### src/rtl/isr_pkg.sv
// Shared constants and helpers for the integer square root core.
// No dependencies; imported by the core, its stages and its checker.
`default_nettype none

package isr_pkg;

  // Width of the root field on the output port.
  localparam int unsigned ROOT_WIDTH = 16;

  // Number of root bits (one pipeline stage each) for a radicand width:
  // the top trial bit sits at the highest even position below the width.
  function automatic int unsigned isr_steps(input int unsigned width);
    int unsigned w;
    w = width;
    if (w > 64) w = 64;
    if (w < 2) w = 2;
    return (((w - 1) & ~32'd1) >> 1) + 1;
  endfunction

endpackage

`default_nettype wire

### src/rtl/isr_stage.sv
// One digit step of the square root pipeline: trial subtract and root bit.
// Depends on isr_pkg for the common import convention only.
`default_nettype none

module isr_stage import isr_pkg::*; #(
  parameter int unsigned CalcWidth = 32,
  parameter int unsigned RootBits  = 16,
  parameter int unsigned Shift     = 0
) (
  input  wire logic                 clk_i,
  input  wire logic                 rst_ni,
  input  wire logic                 adv_i,
  input  wire logic                 valid_i,
  input  wire logic [CalcWidth-1:0] rem_i,
  input  wire logic [RootBits-1:0]  q_i,
  output logic                      valid_o,
  output logic [CalcWidth-1:0]      rem_o,
  output logic [RootBits-1:0]       q_o
);

  logic                 valid_q;
  logic [CalcWidth-1:0] rem_q, rem_d, trial;
  logic [RootBits-1:0]  q_q, q_d;
  logic                 ge;

  // Trial value: (4*q + 1) aligned to the current bit pair.
  always_comb begin
    trial = CalcWidth'({q_i, 2'b01}) << Shift;
    ge    = (rem_i >= trial);
    rem_d = ge ? (rem_i - trial) : rem_i;
    q_d   = RootBits'({q_i, ge});
  end

  always_ff @(posedge clk_i or negedge rst_ni) begin
    if (!rst_ni) begin
      valid_q <= 1'b0;
    end else if (adv_i) begin
      valid_q <= valid_i;
    end
  end

  always_ff @(posedge clk_i) begin
    if (adv_i) begin
      rem_q <= rem_d;
      q_q   <= q_d;
    end
  end

  assign valid_o = valid_q;
  assign rem_o   = rem_q;
  assign q_o     = q_q;

endmodule

`default_nettype wire

### src/rtl/integer_square_root_core.sv
// Pipelined floor square root of an unsigned radicand, one root bit per stage.
// Depends on isr_pkg and isr_stage.
//
//   channel  | direction | handshake          | payload
//   ---------+-----------+--------------------+----------------------------
//   request  | in        | valid_i / stall_o  | radicand_i [RADICAND_WIDTH]
//   result   | out       | valid_o / stall_i  | root_o [16]
//
// One request enters per cycle unless stall_o is high; the stage count is Steps,
// Steps = ((RADICAND_WIDTH-1) rounded down to even)/2 + 1, i.e. 16 at width 32.
// Each stage holds one trial subtract and compare over the remainder width.
// Reset clears only the stage valid bits; data registers carry no reset.
// A stall on the result side freezes the whole pipeline while the last stage
// holds a result; stall_o then rises so no request is taken or dropped.
`default_nettype none

module integer_square_root_core import isr_pkg::*; #(
  parameter int unsigned RADICAND_WIDTH = 32
) (
  input  wire logic                      clk_i,
  input  wire logic                      rst_ni,
  input  wire logic                      valid_i,
  output logic                           stall_o,
  input  wire logic [RADICAND_WIDTH-1:0] radicand_i,
  output logic                           valid_o,
  input  wire logic                      stall_i,
  output logic [ROOT_WIDTH-1:0]          root_o
);

  // One stage per root bit; the remainder path is two bits per root bit wide.
  localparam int unsigned Steps     = isr_steps(RADICAND_WIDTH);
  localparam int unsigned RootBits  = Steps;
  localparam int unsigned CalcWidth = 2 * Steps;

  logic                 vld [Steps+1];
  logic [CalcWidth-1:0] rem [Steps];
  logic [RootBits-1:0]  q   [Steps+1];
  logic                 adv;

  // Advance everything unless the finished result is being held.
  assign adv     = !(vld[Steps] && stall_i);
  assign stall_o = !adv;

  // Feed stage zero: zero partial root, radicand as the first remainder.
  assign vld[0] = valid_i;
  assign rem[0] = CalcWidth'(radicand_i);
  assign q[0]   = '0;

  for (genvar k = 0; k < Steps; k++) begin : g_stage
    if (k < Steps - 1) begin : g_mid
      isr_stage #(
        .CalcWidth (CalcWidth),
        .RootBits  (RootBits),
        .Shift     (2 * (Steps - 1 - k))
      ) u_stage (
        .clk_i   (clk_i),
        .rst_ni  (rst_ni),
        .adv_i   (adv),
        .valid_i (vld[k]),
        .rem_i   (rem[k]),
        .q_i     (q[k]),
        .valid_o (vld[k+1]),
        .rem_o   (rem[k+1]),
        .q_o     (q[k+1])
      );
    end else begin : g_last
      // Final remainder is not needed downstream; drop it.
      isr_stage #(
        .CalcWidth (CalcWidth),
        .RootBits  (RootBits),
        .Shift     (0)
      ) u_stage (
        .clk_i   (clk_i),
        .rst_ni  (rst_ni),
        .adv_i   (adv),
        .valid_i (vld[k]),
        .rem_i   (rem[k]),
        .q_i     (q[k]),
        .valid_o (vld[k+1]),
        .rem_o   (),
        .q_o     (q[k+1])
      );
    end
  end

  assign valid_o = vld[Steps];

  // Keep the low root bits; widen with zeros for narrow radicands.
  if (RootBits >= ROOT_WIDTH) begin : g_root_trunc
    assign root_o = q[Steps][ROOT_WIDTH-1:0];
  end else begin : g_root_ext
    assign root_o = ROOT_WIDTH'(q[Steps]);
  end

endmodule

`default_nettype wire

### config.mk
export PLATFORM = sky130hd
export DESIGN_NAME = integer_square_root_core
export DESIGN_NICKNAME = d
export VERILOG_FILES = /design/src/rtl/isr_pkg.sv /design/src/rtl/isr_stage.sv /design/src/rtl/integer_square_root_core.sv
export SDC_FILE = /design/constraint.sdc
export NUM_CORES = 1
export LEC_CHECK = 0
export ABC_AREA = 1
export BUFFER_PORTS_ARGS = -buffer_cell sky130_fd_sc_hd__buf_2
export CORE_UTILIZATION = 58
export CTS_CLUSTER_SIZE = 40
export DETAILED_ROUTE_END_ITERATION = 10
export PLACE_DENSITY = 0.77
export SLEW_MARGIN = 20
export SYNTH_ARGS = -nofsm -noshare
export SYNTH_HDL_FRONTEND = slang
export SYNTH_SLANG_ARGS = --single-unit
### constraint.sdc
create_clock -name clk_i -period 17.9 [get_ports clk_i]
set_input_delay 2.685 -clock clk_i [delete_from_list [all_inputs] [get_ports clk_i]]
set_output_delay 2.685 -clock clk_i [all_outputs]
set_load 0.02 [all_outputs]
Word level (Yosys, flattened, before mapping)
Cells that the tools add are included.

Output and inout bits: 18. Input port bits: 36. Register bits after elaboration: 632. Logic and storage cells: 94.

Order comparisons: 16. Add/sub/neg operators: 15. Reductions and logical operators: 1. Mux-type cells: 15.

Operator list (number): 2-to-1 mux 32 bit (15); >= comparator 32 x 17 -> 1 bit (1); >= comparator 32 x 18 -> 1 bit (1); >= comparator 32 x 19 -> 1 bit (1); >= comparator 32 x 20 -> 1 bit (1); >= comparator 32 x 21 -> 1 bit (1); >= comparator 32 x 22 -> 1 bit (1); >= comparator 32 x 23 -> 1 bit (1); >= comparator 32 x 24 -> 1 bit (1); >= comparator 32 x 25 -> 1 bit (1); >= comparator 32 x 26 -> 1 bit (1); >= comparator 32 x 27 -> 1 bit (1); >= comparator 32 x 28 -> 1 bit (1); >= comparator 32 x 29 -> 1 bit (1); >= comparator 32 x 30 -> 1 bit (1); >= comparator 32 x 31 -> 1 bit (1); >= comparator 32 x 31 -> 1 bit (second input constant) (1); subtractor 32 x 18 -> 32 bit (1); subtractor 32 x 19 -> 32 bit (1); subtractor 32 x 20 -> 32 bit (1); subtractor 32 x 21 -> 32 bit (1); subtractor 32 x 22 -> 32 bit (1); subtractor 32 x 23 -> 32 bit (1); subtractor 32 x 24 -> 32 bit (1); other kinds (9) (9).

Logic depth before layout (Yosys ltp)
Gate-level depths: netlist (run 1).

Depth after elaboration: 2. Depth in mapped cells: 14. Mapped depth without buffers: 14.

Cells and area by module
From an unflattened synthesis (run 1), not the netlist that was laid out.

Cells, all modules: 5315. Area total of the unflattened synthesis: 45675.1 um^2.

By module, submodules not included: isr_stage at g_stage[15].g_last.u_stage (cells each 534, instances 1, seq. area each 1466.4 um^2, area each 3731.1 um^2); isr_stage at g_stage[14].g_mid.u_stage (cells each 503, instances 1, seq. area each 1466.4 um^2, area each 3703.6 um^2); isr_stage at g_stage[13].g_mid.u_stage (cells each 489, instances 1, seq. area each 1466.4 um^2, area each 3599.7 um^2); isr_stage at g_stage[11].g_mid.u_stage (cells each 484, instances 1, seq. area each 1466.4 um^2, area each 3509.6 um^2); isr_stage at g_stage[12].g_mid.u_stage (cells each 460, instances 1, seq. area each 1466.4 um^2, area each 3472.1 um^2); isr_stage at g_stage[10].g_mid.u_stage (cells each 440, instances 1, seq. area each 1466.4 um^2, area each 3340.7 um^2); isr_stage at g_stage[9].g_mid.u_stage (cells each 391, instances 1, seq. area each 1466.4 um^2, area each 3119.2 um^2); isr_stage at g_stage[8].g_mid.u_stage (cells each 338, instances 1, seq. area each 1466.4 um^2, area each 2924.1 um^2); isr_stage at g_stage[7].g_mid.u_stage (cells each 329, instances 1, seq. area each 1466.4 um^2, area each 2921.6 um^2); isr_stage at g_stage[6].g_mid.u_stage (cells each 298, instances 1, seq. area each 1466.4 um^2, area each 2803.9 um^2); isr_stage at g_stage[5].g_mid.u_stage (cells each 252, instances 1, seq. area each 1466.4 um^2, area each 2487.4 um^2); isr_stage at g_stage[4].g_mid.u_stage (cells each 206, instances 1, seq. area each 1466.4 um^2, area each 2237.1 um^2); isr_stage at g_stage[3].g_mid.u_stage (cells each 199, instances 1, seq. area each 1466.4 um^2, area each 2229.6 um^2); isr_stage at g_stage[2].g_mid.u_stage (cells each 158, instances 1, seq. area each 1466.4 um^2, area each 2023.2 um^2); +3 rows.

Worst setup path before layout (run 1)
No wires, ideal clock.

Kind: input -> register. From: input port stall_i. To: register g_stage[0].g_mid.u_stage.q_q[0], enable pin. Stages on the path: 2. Path slack: -2.940 ns. Setup time: 1.220 ns. Data required time: 16.680 ns. Buffers on the path: 1. Data arrival time: 19.620 ns. Cells stage by stage: nand2_1 -> clkbuf_1.

Cells in the longest elaborated chain, start to end: 1.

RTL lines: from (decl) (line integer_square_root_core.sv:26) `input wire logic stall_i,`; logical AND 1 bit (line integer_square_root_core.sv:41) `assign adv = !(vld[Steps] && stall_i);`; to (signal assigned) (line isr_stage.sv:45) `q_q <= q_d;`; to (decl) (line isr_stage.sv:23) `logic [RootBits-1:0] q_q, q_d;`.

No other way between the ends. A chain may end at the register's enable or synchronous reset.

Worst setup path after layout (run 1)
From: input port stall_i. To: output port stall_o.

Cells in the longest elaborated chain, start to end: 1.

RTL lines: logical AND 1 bit (line integer_square_root_core.sv:41); to (decl) (line integer_square_root_core.sv:23) `output logic stall_o,`.

No other way between the ends.

==> results of run 1 <==
[layer usage]
metal	vias up	GRT usage	part of all wire
met3	147	0.0329	0.048
met2	708	0.459	0.50
met5	-	0	0
li1	12500	-	-
met1	11600	0.329	0.42
met4	0	0.0790	0.026
[cell families after synthesis]
kind of cell    after synthesis  share of synthesized area
compound gates              301                     0.0510
xor+xnor                    103                     0.0265
fa+ha+maj                   150                     0.0550
buf+inv                     604                     0.0714
flops                       632                      0.554
simple gates               1942                      0.242
[synthesized netlist by cell type, drive strengths merged, types with 2 or more instances]
cell type	n	area [um2]
nor2	379	1500
nor4	27	169
nor3b	4	30.0
nor3	41	216
dfrtp	16	400
buf	23	246
edfxtp	616	18500
nand3	219	1130
or2	20	125
o211ai	3	22.5
xor2	59	517
ha	150	1880
nand2	1142	4350
clkbuf	2	8.75
a22oi	2	15.0
xnor2	44	385
o21ai	119	689
a21boi	6	45.0
nand3b	29	218
and2	3	18.8
inv	579	2180
o21a	3	22.5
a21oi	154	842
nand4	76	475
o21bai	9	67.6
a21o	3	22.5
[per-stage QoR]
stage	total power, W	utilization	hold WS [ns]	std cells	worst slack (ns)
floorplan	0.00519	-	0.417	3732	6.52
global placement	0.00585	0.607	0.425	4530	11.20
detailed placement	0.00592	0.607	0.431	4530	11.19
CTS	0.00730	0.644	0.440	4649	11.17
global route	0.00782	0.644	0.448	4649	11.07
finish	0.00730	0.644	0.443	4649	11.21
[worst register-to-register path: stages, from the launching register on]
cell	delay (ns)
dfrtp_1	0.40
nand2_4	0.53
buf_4	0.74
buf_12	0.72
buf_6	0.92
[worst paths after layout]
kind,start,to,slack [ns],cells after the start
worst max register to register,g_stage[15].g_last.u_stage.valid_o$_DFFE_PN0N_,g_stage[1].g_mid.u_stage.q_o[0]$_DFFE_PN_,14.17,4
min in group asynchronous,rst_ni,g_stage[9].g_mid.u_stage.valid_o$_DFFE_PN0N_,1.97,1
worst min-delay path,g_stage[9].g_mid.u_stage.rem_o[1]$_DFFE_PN_,g_stage[10].g_mid.u_stage.rem_o[1]$_DFFE_PN_,0.44,0
worst min register to register,g_stage[9].g_mid.u_stage.rem_o[1]$_DFFE_PN_,g_stage[10].g_mid.u_stage.rem_o[1]$_DFFE_PN_,0.44,0
max in group asynchronous,rst_ni,g_stage[7].g_mid.u_stage.valid_o$_DFFE_PN0N_,15.67,1
worst max-delay path,stall_i,stall_o,11.21,4
[area by class of cell]
type	instances	share of cell area
clock buffer	83	0.0485
clock inverter	36	0.00936
inverter	579	0.0585
multi-input combinational	2496	0.342
sequential	632	0.507
tap	765	0.0257
timing repair buffer	58	0.00889
[power by group through the flow]
stage	clock network (W)	logic, W	registers (W)
detailed placement	0	0.00283	0.00309
CTS	0.00138	0.00285	0.00307
floorplan	0	0.00219	0.00300
finish	0.00136	0.00288	0.00307
global route	0.00143	0.00326	0.00314
global placement	0	0.00278	0.00307
[state kept, by name (all words and copies together) (netlist names)]
name / cells
g_stage.g_mid.u_stage.valid_o: 15
g_stage.g_mid.u_stage.q_o: 120
g_stage.g_last.u_stage.valid_o: 1
g_stage.g_mid.u_stage.rem_o: 480
g_stage.g_last.u_stage.q_o: 16
==> results.md, run 1 <==
- Die Span Y: 244 um
- Tcrit/Tclk final: 0.374
- Detailed placement HPWL: 57500 um
- Synthesized area: 34100 um2
- Flop pwr share: 0.420
- Number of DRC markers in iteration 0: 2023
- Post-route DRC: 0
- Setup TNS: 0 ns
- DP Area: 35100 um2
- Port bufs: 53
- Proportion of layout cells with a drive suffix above 1: 0.0680
- Final nets: 4021
- Clock share of power: 0.186
- First-pass GRT wire length: 121000 um
- Main synth FF type: edfxtp_1
- CP Data Required Time: 15.21 ns
- Vias/cell: 5.38
- Ant. Diodes: 0
- Achievable frequency: 149 MHz
- Slew headroom: 0.315
- Critical path type: primary input to primary output
- Clock Latency Late Sink: 0.63 ns
- Max-cap violations: 0
- Max Buffers Root-to-Sink: 3
- Logic gate share of total power: 0.394
- Gates resized, CTS repair: 0
- Max VDD drop: 0.103 mV
- Syn Nets: 3918
- Final-report setup violation count: 0
- Clk root buf: clkbuf_16
- P_sw: 0.00295 W
- Sequential area share after synthesis: 0.554
- Post-Route WL: 76200 um
- Worst hold-check path type: register to register
- Area growth, synth to finish: 9.39%
- Gr usage total: 0.259
- Post-synth EDFFs: 616
- Slew Limit Fails: 0
- First-pass iteration count of the detailed router: 6
- Worst Clk Skew: 0.0289 ns
- # IOs: 54
- Via count: 25000
- Die Width: 244 um
- Critical-path maximum fanout: 56
- Fin crit period: 6.69 ns
- Ys async rst share: 0.0253
- Most common cell after layout, fill and taps aside: nand2_1
- H-tree depth: 3
- Fin area: 37300 um2
- Post-synthesis cell type count: 50
- Largest net degree at the start of global routing: 191
- Synth warnings: 0
- CP dominant cell by count: buf_2
- Starting Density: 0.589
- RSZ-0062 raised after global routing: false
- Family with the most delay on the worst path: buffers and inverters
- Status: finished clean
- Fin. Hold Viols: 0
- Worst setup SP type: primary input
- Vias in the first global route: 23800
- Pwr/cell area: 196 nW/um2
- Die area: 59800 um2
- Setup crit end kind: primary output
- Clock-pin slew on the worst setup and hold paths: 0.06 ns
- Grt ovf: 0
- Initial antenna violation count: 0
- CTS tree: built
- P_leak: 16.9 nW
- Multi-input logic area: 12800 um2
- Post-CTS setup buffers: 0
- Worst Path Arrival: 4.00 ns
- Routability cong.: 0.945
- # fillers: 4749
- Crit path cell chain: buf_2 -> nand2_4 -> inv_1 -> buf_2
- Register Area: 18900 um2
- Worst path buffer plus inverter count: 3
- CTS sink count: 632
- Crit path max-delay cell type: nand2_4
- Core area: 57900 um2
- Commonest non-fill, non-tap cells in the layout: nand2_1 (1125), edfxtp_1 (616), inv_1 (569)
- Switching Share: 0.404
- Internal cell power: 0.00435 W
- CTS buffer count: 68
- Gate Count Post-Synth: 3732
- Row cnt: 88
- Slew @ Worst Pin: 1.03 ns
- Number of synthesized register bits: 632
- Post-DRT Antenna Nets: 0
- Drt wl/cell: 16.4 um
- Syn_area_per_cell: 9.14 um2
- Post-CTS Hold Fix Bufs: 0
- CP max stage delay: 0.51 ns
Power figures use the tool's default switching activity.
==> inputs of run 2 (changes only) <==
--- a/config.mk
+++ b/config.mk
@@ -7,7 +7,7 @@
 export LEC_CHECK = 0
 export ABC_AREA = 1
 export BUFFER_PORTS_ARGS = -buffer_cell sky130_fd_sc_hd__buf_2
-export CORE_UTILIZATION = 58
+export CORE_UTILIZATION = 60
 export CTS_CLUSTER_SIZE = 40
 export DETAILED_ROUTE_END_ITERATION = 10
 export PLACE_DENSITY = 0.77
==> constraint.sdc (replaced) <==
create_clock -name clk_i -period 6.75 [get_ports clk_i]
set_input_delay 1.0125 -clock clk_i [delete_from_list [all_inputs] [get_ports clk_i]]
set_output_delay 1.0125 -clock clk_i [all_outputs]
set_load 0.02 [all_outputs]
==> results.md, run 2 (synthesis results as in run 1) <==
- First-pass iteration count of the detailed router: 6 (unchanged)
- Detailed placement HPWL: 56700 um (was 57500 um)
- Met3 Use GR: 0.0403 (was 0.0329)
- Max-cap violations: 0 (unchanged)
- Commonest non-fill, non-tap cells in the layout: nand2_1 (1125), edfxtp_1 (616), inv_1 (569) (unchanged)
- Proportion of layout cells with a drive suffix above 1: 0.0701 (was 0.0680)
- Ant. Diodes: 0 (unchanged)
- Area growth, synth to finish: 9.17% (was 9.39%)
- Post-CTS setup buffers: 0 (unchanged)
- Gr usage total: 0.268 (was 0.259)
- Max FFs per register: 480 (unchanged)
- Row cnt: 87 (was 88)
- Achievable frequency: 338 MHz
- Post-DRT Antenna Nets: 0 (unchanged)
- CTS tree: built (unchanged)
- Clock Latency Late Sink: 0.62 ns (was 0.63 ns)
- Worst hold-check path type: primary input to asynchronous set/reset pin (was register to register)
- Critical path type: primary input to primary output (unchanged)
- Fin. Hold Viols: 0 (unchanged)
- Family with the most delay on the worst path: buffers and inverters (unchanged)
- Largest net degree at the start of global routing: 195 (was 191)
- Final-report setup violation count: 0 (unchanged)
- Final nets: 4019 (was 4021)
- Drt wl/cell: 16.2 um (was 16.4 um)
- Vias/cell: 5.36 (was 5.38)
- Crit path cell chain: buf_2 -> nand2_4 -> inv_1 -> buf_2 (unchanged)
- P_leak: 16.8 nW (was 16.9 nW)
- Grt ovf: 0 (unchanged)
- Fin crit period: 2.96 ns
- Crit path max-delay cell type: inv_1 (was nand2_4)
- Pwr/cell area: 515 nW/um2 (was 196 nW/um2)
- Worst setup SP type: primary input (unchanged)
- CP dominant cell by count: buf_2 (unchanged)
- Vias in the first global route: 23800 (about the same)
- First-pass GRT wire length: 121000 um (about the same)
- DP Area: 35100 um2 (about the same)
- Fin area: 37200 um2 (was 37300 um2)
- Gates resized, CTS repair: 0 (unchanged)
- Die Width: 240 um (was 244 um)
- CP max stage delay: 0.39 ns (was 0.51 ns)
- Critical-path maximum fanout: 29 (was 56)
- Initial antenna violation count: 0 (unchanged)
- Number of DRC markers in iteration 0: 2138 (was 2023)
- Worst path buffer plus inverter count: 3 (unchanged)
- H-tree depth: 3 (unchanged)
- Slew @ Worst Pin: 1.07 ns (was 1.03 ns)
- Clock-pin slew on the worst setup and hold paths: 0.06 ns (about the same)
- Core area: 56300 um2 (was 57900 um2)
- Crit path from: stall_i (unchanged)
- Via count: 24900 (was 25000)
- CP Data Required Time: 5.74 ns (was 15.21 ns)
- Clk root buf: clkbuf_16 (unchanged)
- Max Buffers Root-to-Sink: 3 (unchanged)
- CTS sink count: 632 (unchanged)
- Post-Route WL: 75100 um (was 76200 um)
- RSZ-0062 raised after global routing: false (unchanged)
- Met1 GRT Util: 0.345 (was 0.329)
- Global route hottest layer: met2 (unchanged)
- Setup TNS: 0 ns (unchanged)
- Max VDD drop: 0.350 mV (was 0.103 mV)
- CTS buffer count: 66 (was 68)
- Post-CTS Hold Fix Bufs: 0 (unchanged)
- Slew headroom: 0.289 (was 0.315)
- Reg-to-reg startpoint: g_stage[10].g_mid.u_stage.rem_o[8]$_DFFE_PN_ (was g_stage[15].g_last.u_stage.valid_o$_DFFE_PN0N_)
- Routability cong.: 0.983 (was 0.945)
- Starting Density: 0.606 (was 0.589)
- # IOs: 54 (unchanged)
- Fin Hold WS: 0.312 ns (was 0.443 ns)
- Tcrit/Tclk final: 0.439
- Die Span Y: 240 um (was 244 um)
- Port bufs: 53 (unchanged)
- Worst Path Arrival: 1.95 ns (was 4.00 ns)
- Slew Limit Fails: 0 (unchanged)
- Met2 Use GR: 0.462 (was 0.459)
- Status: finished clean (unchanged)
- Most common cell after layout, fill and taps aside: nand2_1 (unchanged)
- Die area: 57800 um2 (was 59800 um2)
- Worst Clk Skew: 0.0360 ns (was 0.0289 ns)
- Post-route DRC: 0 (unchanged)
- Setup crit end kind: primary output (unchanged)
[run 2: report_power, final]
| part | internal, W | total (W) | switching, W |
|---|---|---|---|
| Sequential | 0.00690 | 0.00815 | 0.00124 |
| Combinational | 0.00260 | 0.00754 | 0.00494 |
| Clock | 0.00194 | 0.00348 | 0.00155 |
[run 2: layout make-up]
| type | instances | area [um2] |
|---|---|---|
| flip-flops and latches | 632 | 18900 |
| inverters | 579 | 2180 |
| well taps | 756 | 946 |
| repair buffers | 58 | 340 |
| fillers | 4498 | 19100 |
| multi-input cells | 2496 | 12800 |
| clock buffers | 83 | 1770 |
| clock inverters | 34 | 320 |
[run 2: worst register-to-register path, cell delays in order (launching register included)]
cell and delay [ns]:
edfxtp_1 0.48, inv_1 0.14, ha_1 0.20, inv_1 0.08
nand3_1 0.09, nand3_2 0.15, nand3_1 0.11, nand3_1 0.12
nand2_1 0.14, nand2_1 0.12, nor2_4 0.53, a21oi_1 0.19
[run 2: metal layers]
layer | vias up | part of all wire
li1 | 12500 | -
met1 | 11500 | 0.43
met2 | 696 | 0.49
met3 | 147 | 0.053
met4 | 0 | 0.031
met5 | - | 0
[run 2: through the flow]
| step | util | setup WS [ns] | power [W] | std cells |
|---|---|---|---|---|
| 4_1_cts | 0.661 | 3.77 | 0.0192 | 4638 |
| 3_5_place_dp | 0.624 | 3.36 | 0.0156 | 4521 |
| 3_3_place_gp | 0.624 | 3.40 | 0.0155 | 4521 |
| 6_report | 0.661 | 3.79 | 0.0192 | 4638 |
| 2_1_floorplan | - | 0.561 | 0.0136 | 3732 |
| 5_1_grt | 0.661 | 3.67 | 0.0206 | 4638 |
[run 2: final timing paths]
path	end	slack, ns	cells past startpoint
max	stall_o	3.79	4
min	g_stage[2].g_mid.u_stage.valid_o$_DFFE_PN0N_	0.31	1
max reg2reg	g_stage[11].g_mid.u_stage.rem_o[25]$_DFFE_PN_	4.07	11
min reg2reg	g_stage[13].g_mid.u_stage.q_o[12]$_DFFE_PN_	0.43	0
max in group asynchronous	g_stage[9].g_mid.u_stage.valid_o$_DFFE_PN0N_	6.17	1
min in group clk_i	g_stage[13].g_mid.u_stage.q_o[12]$_DFFE_PN_	0.43	0
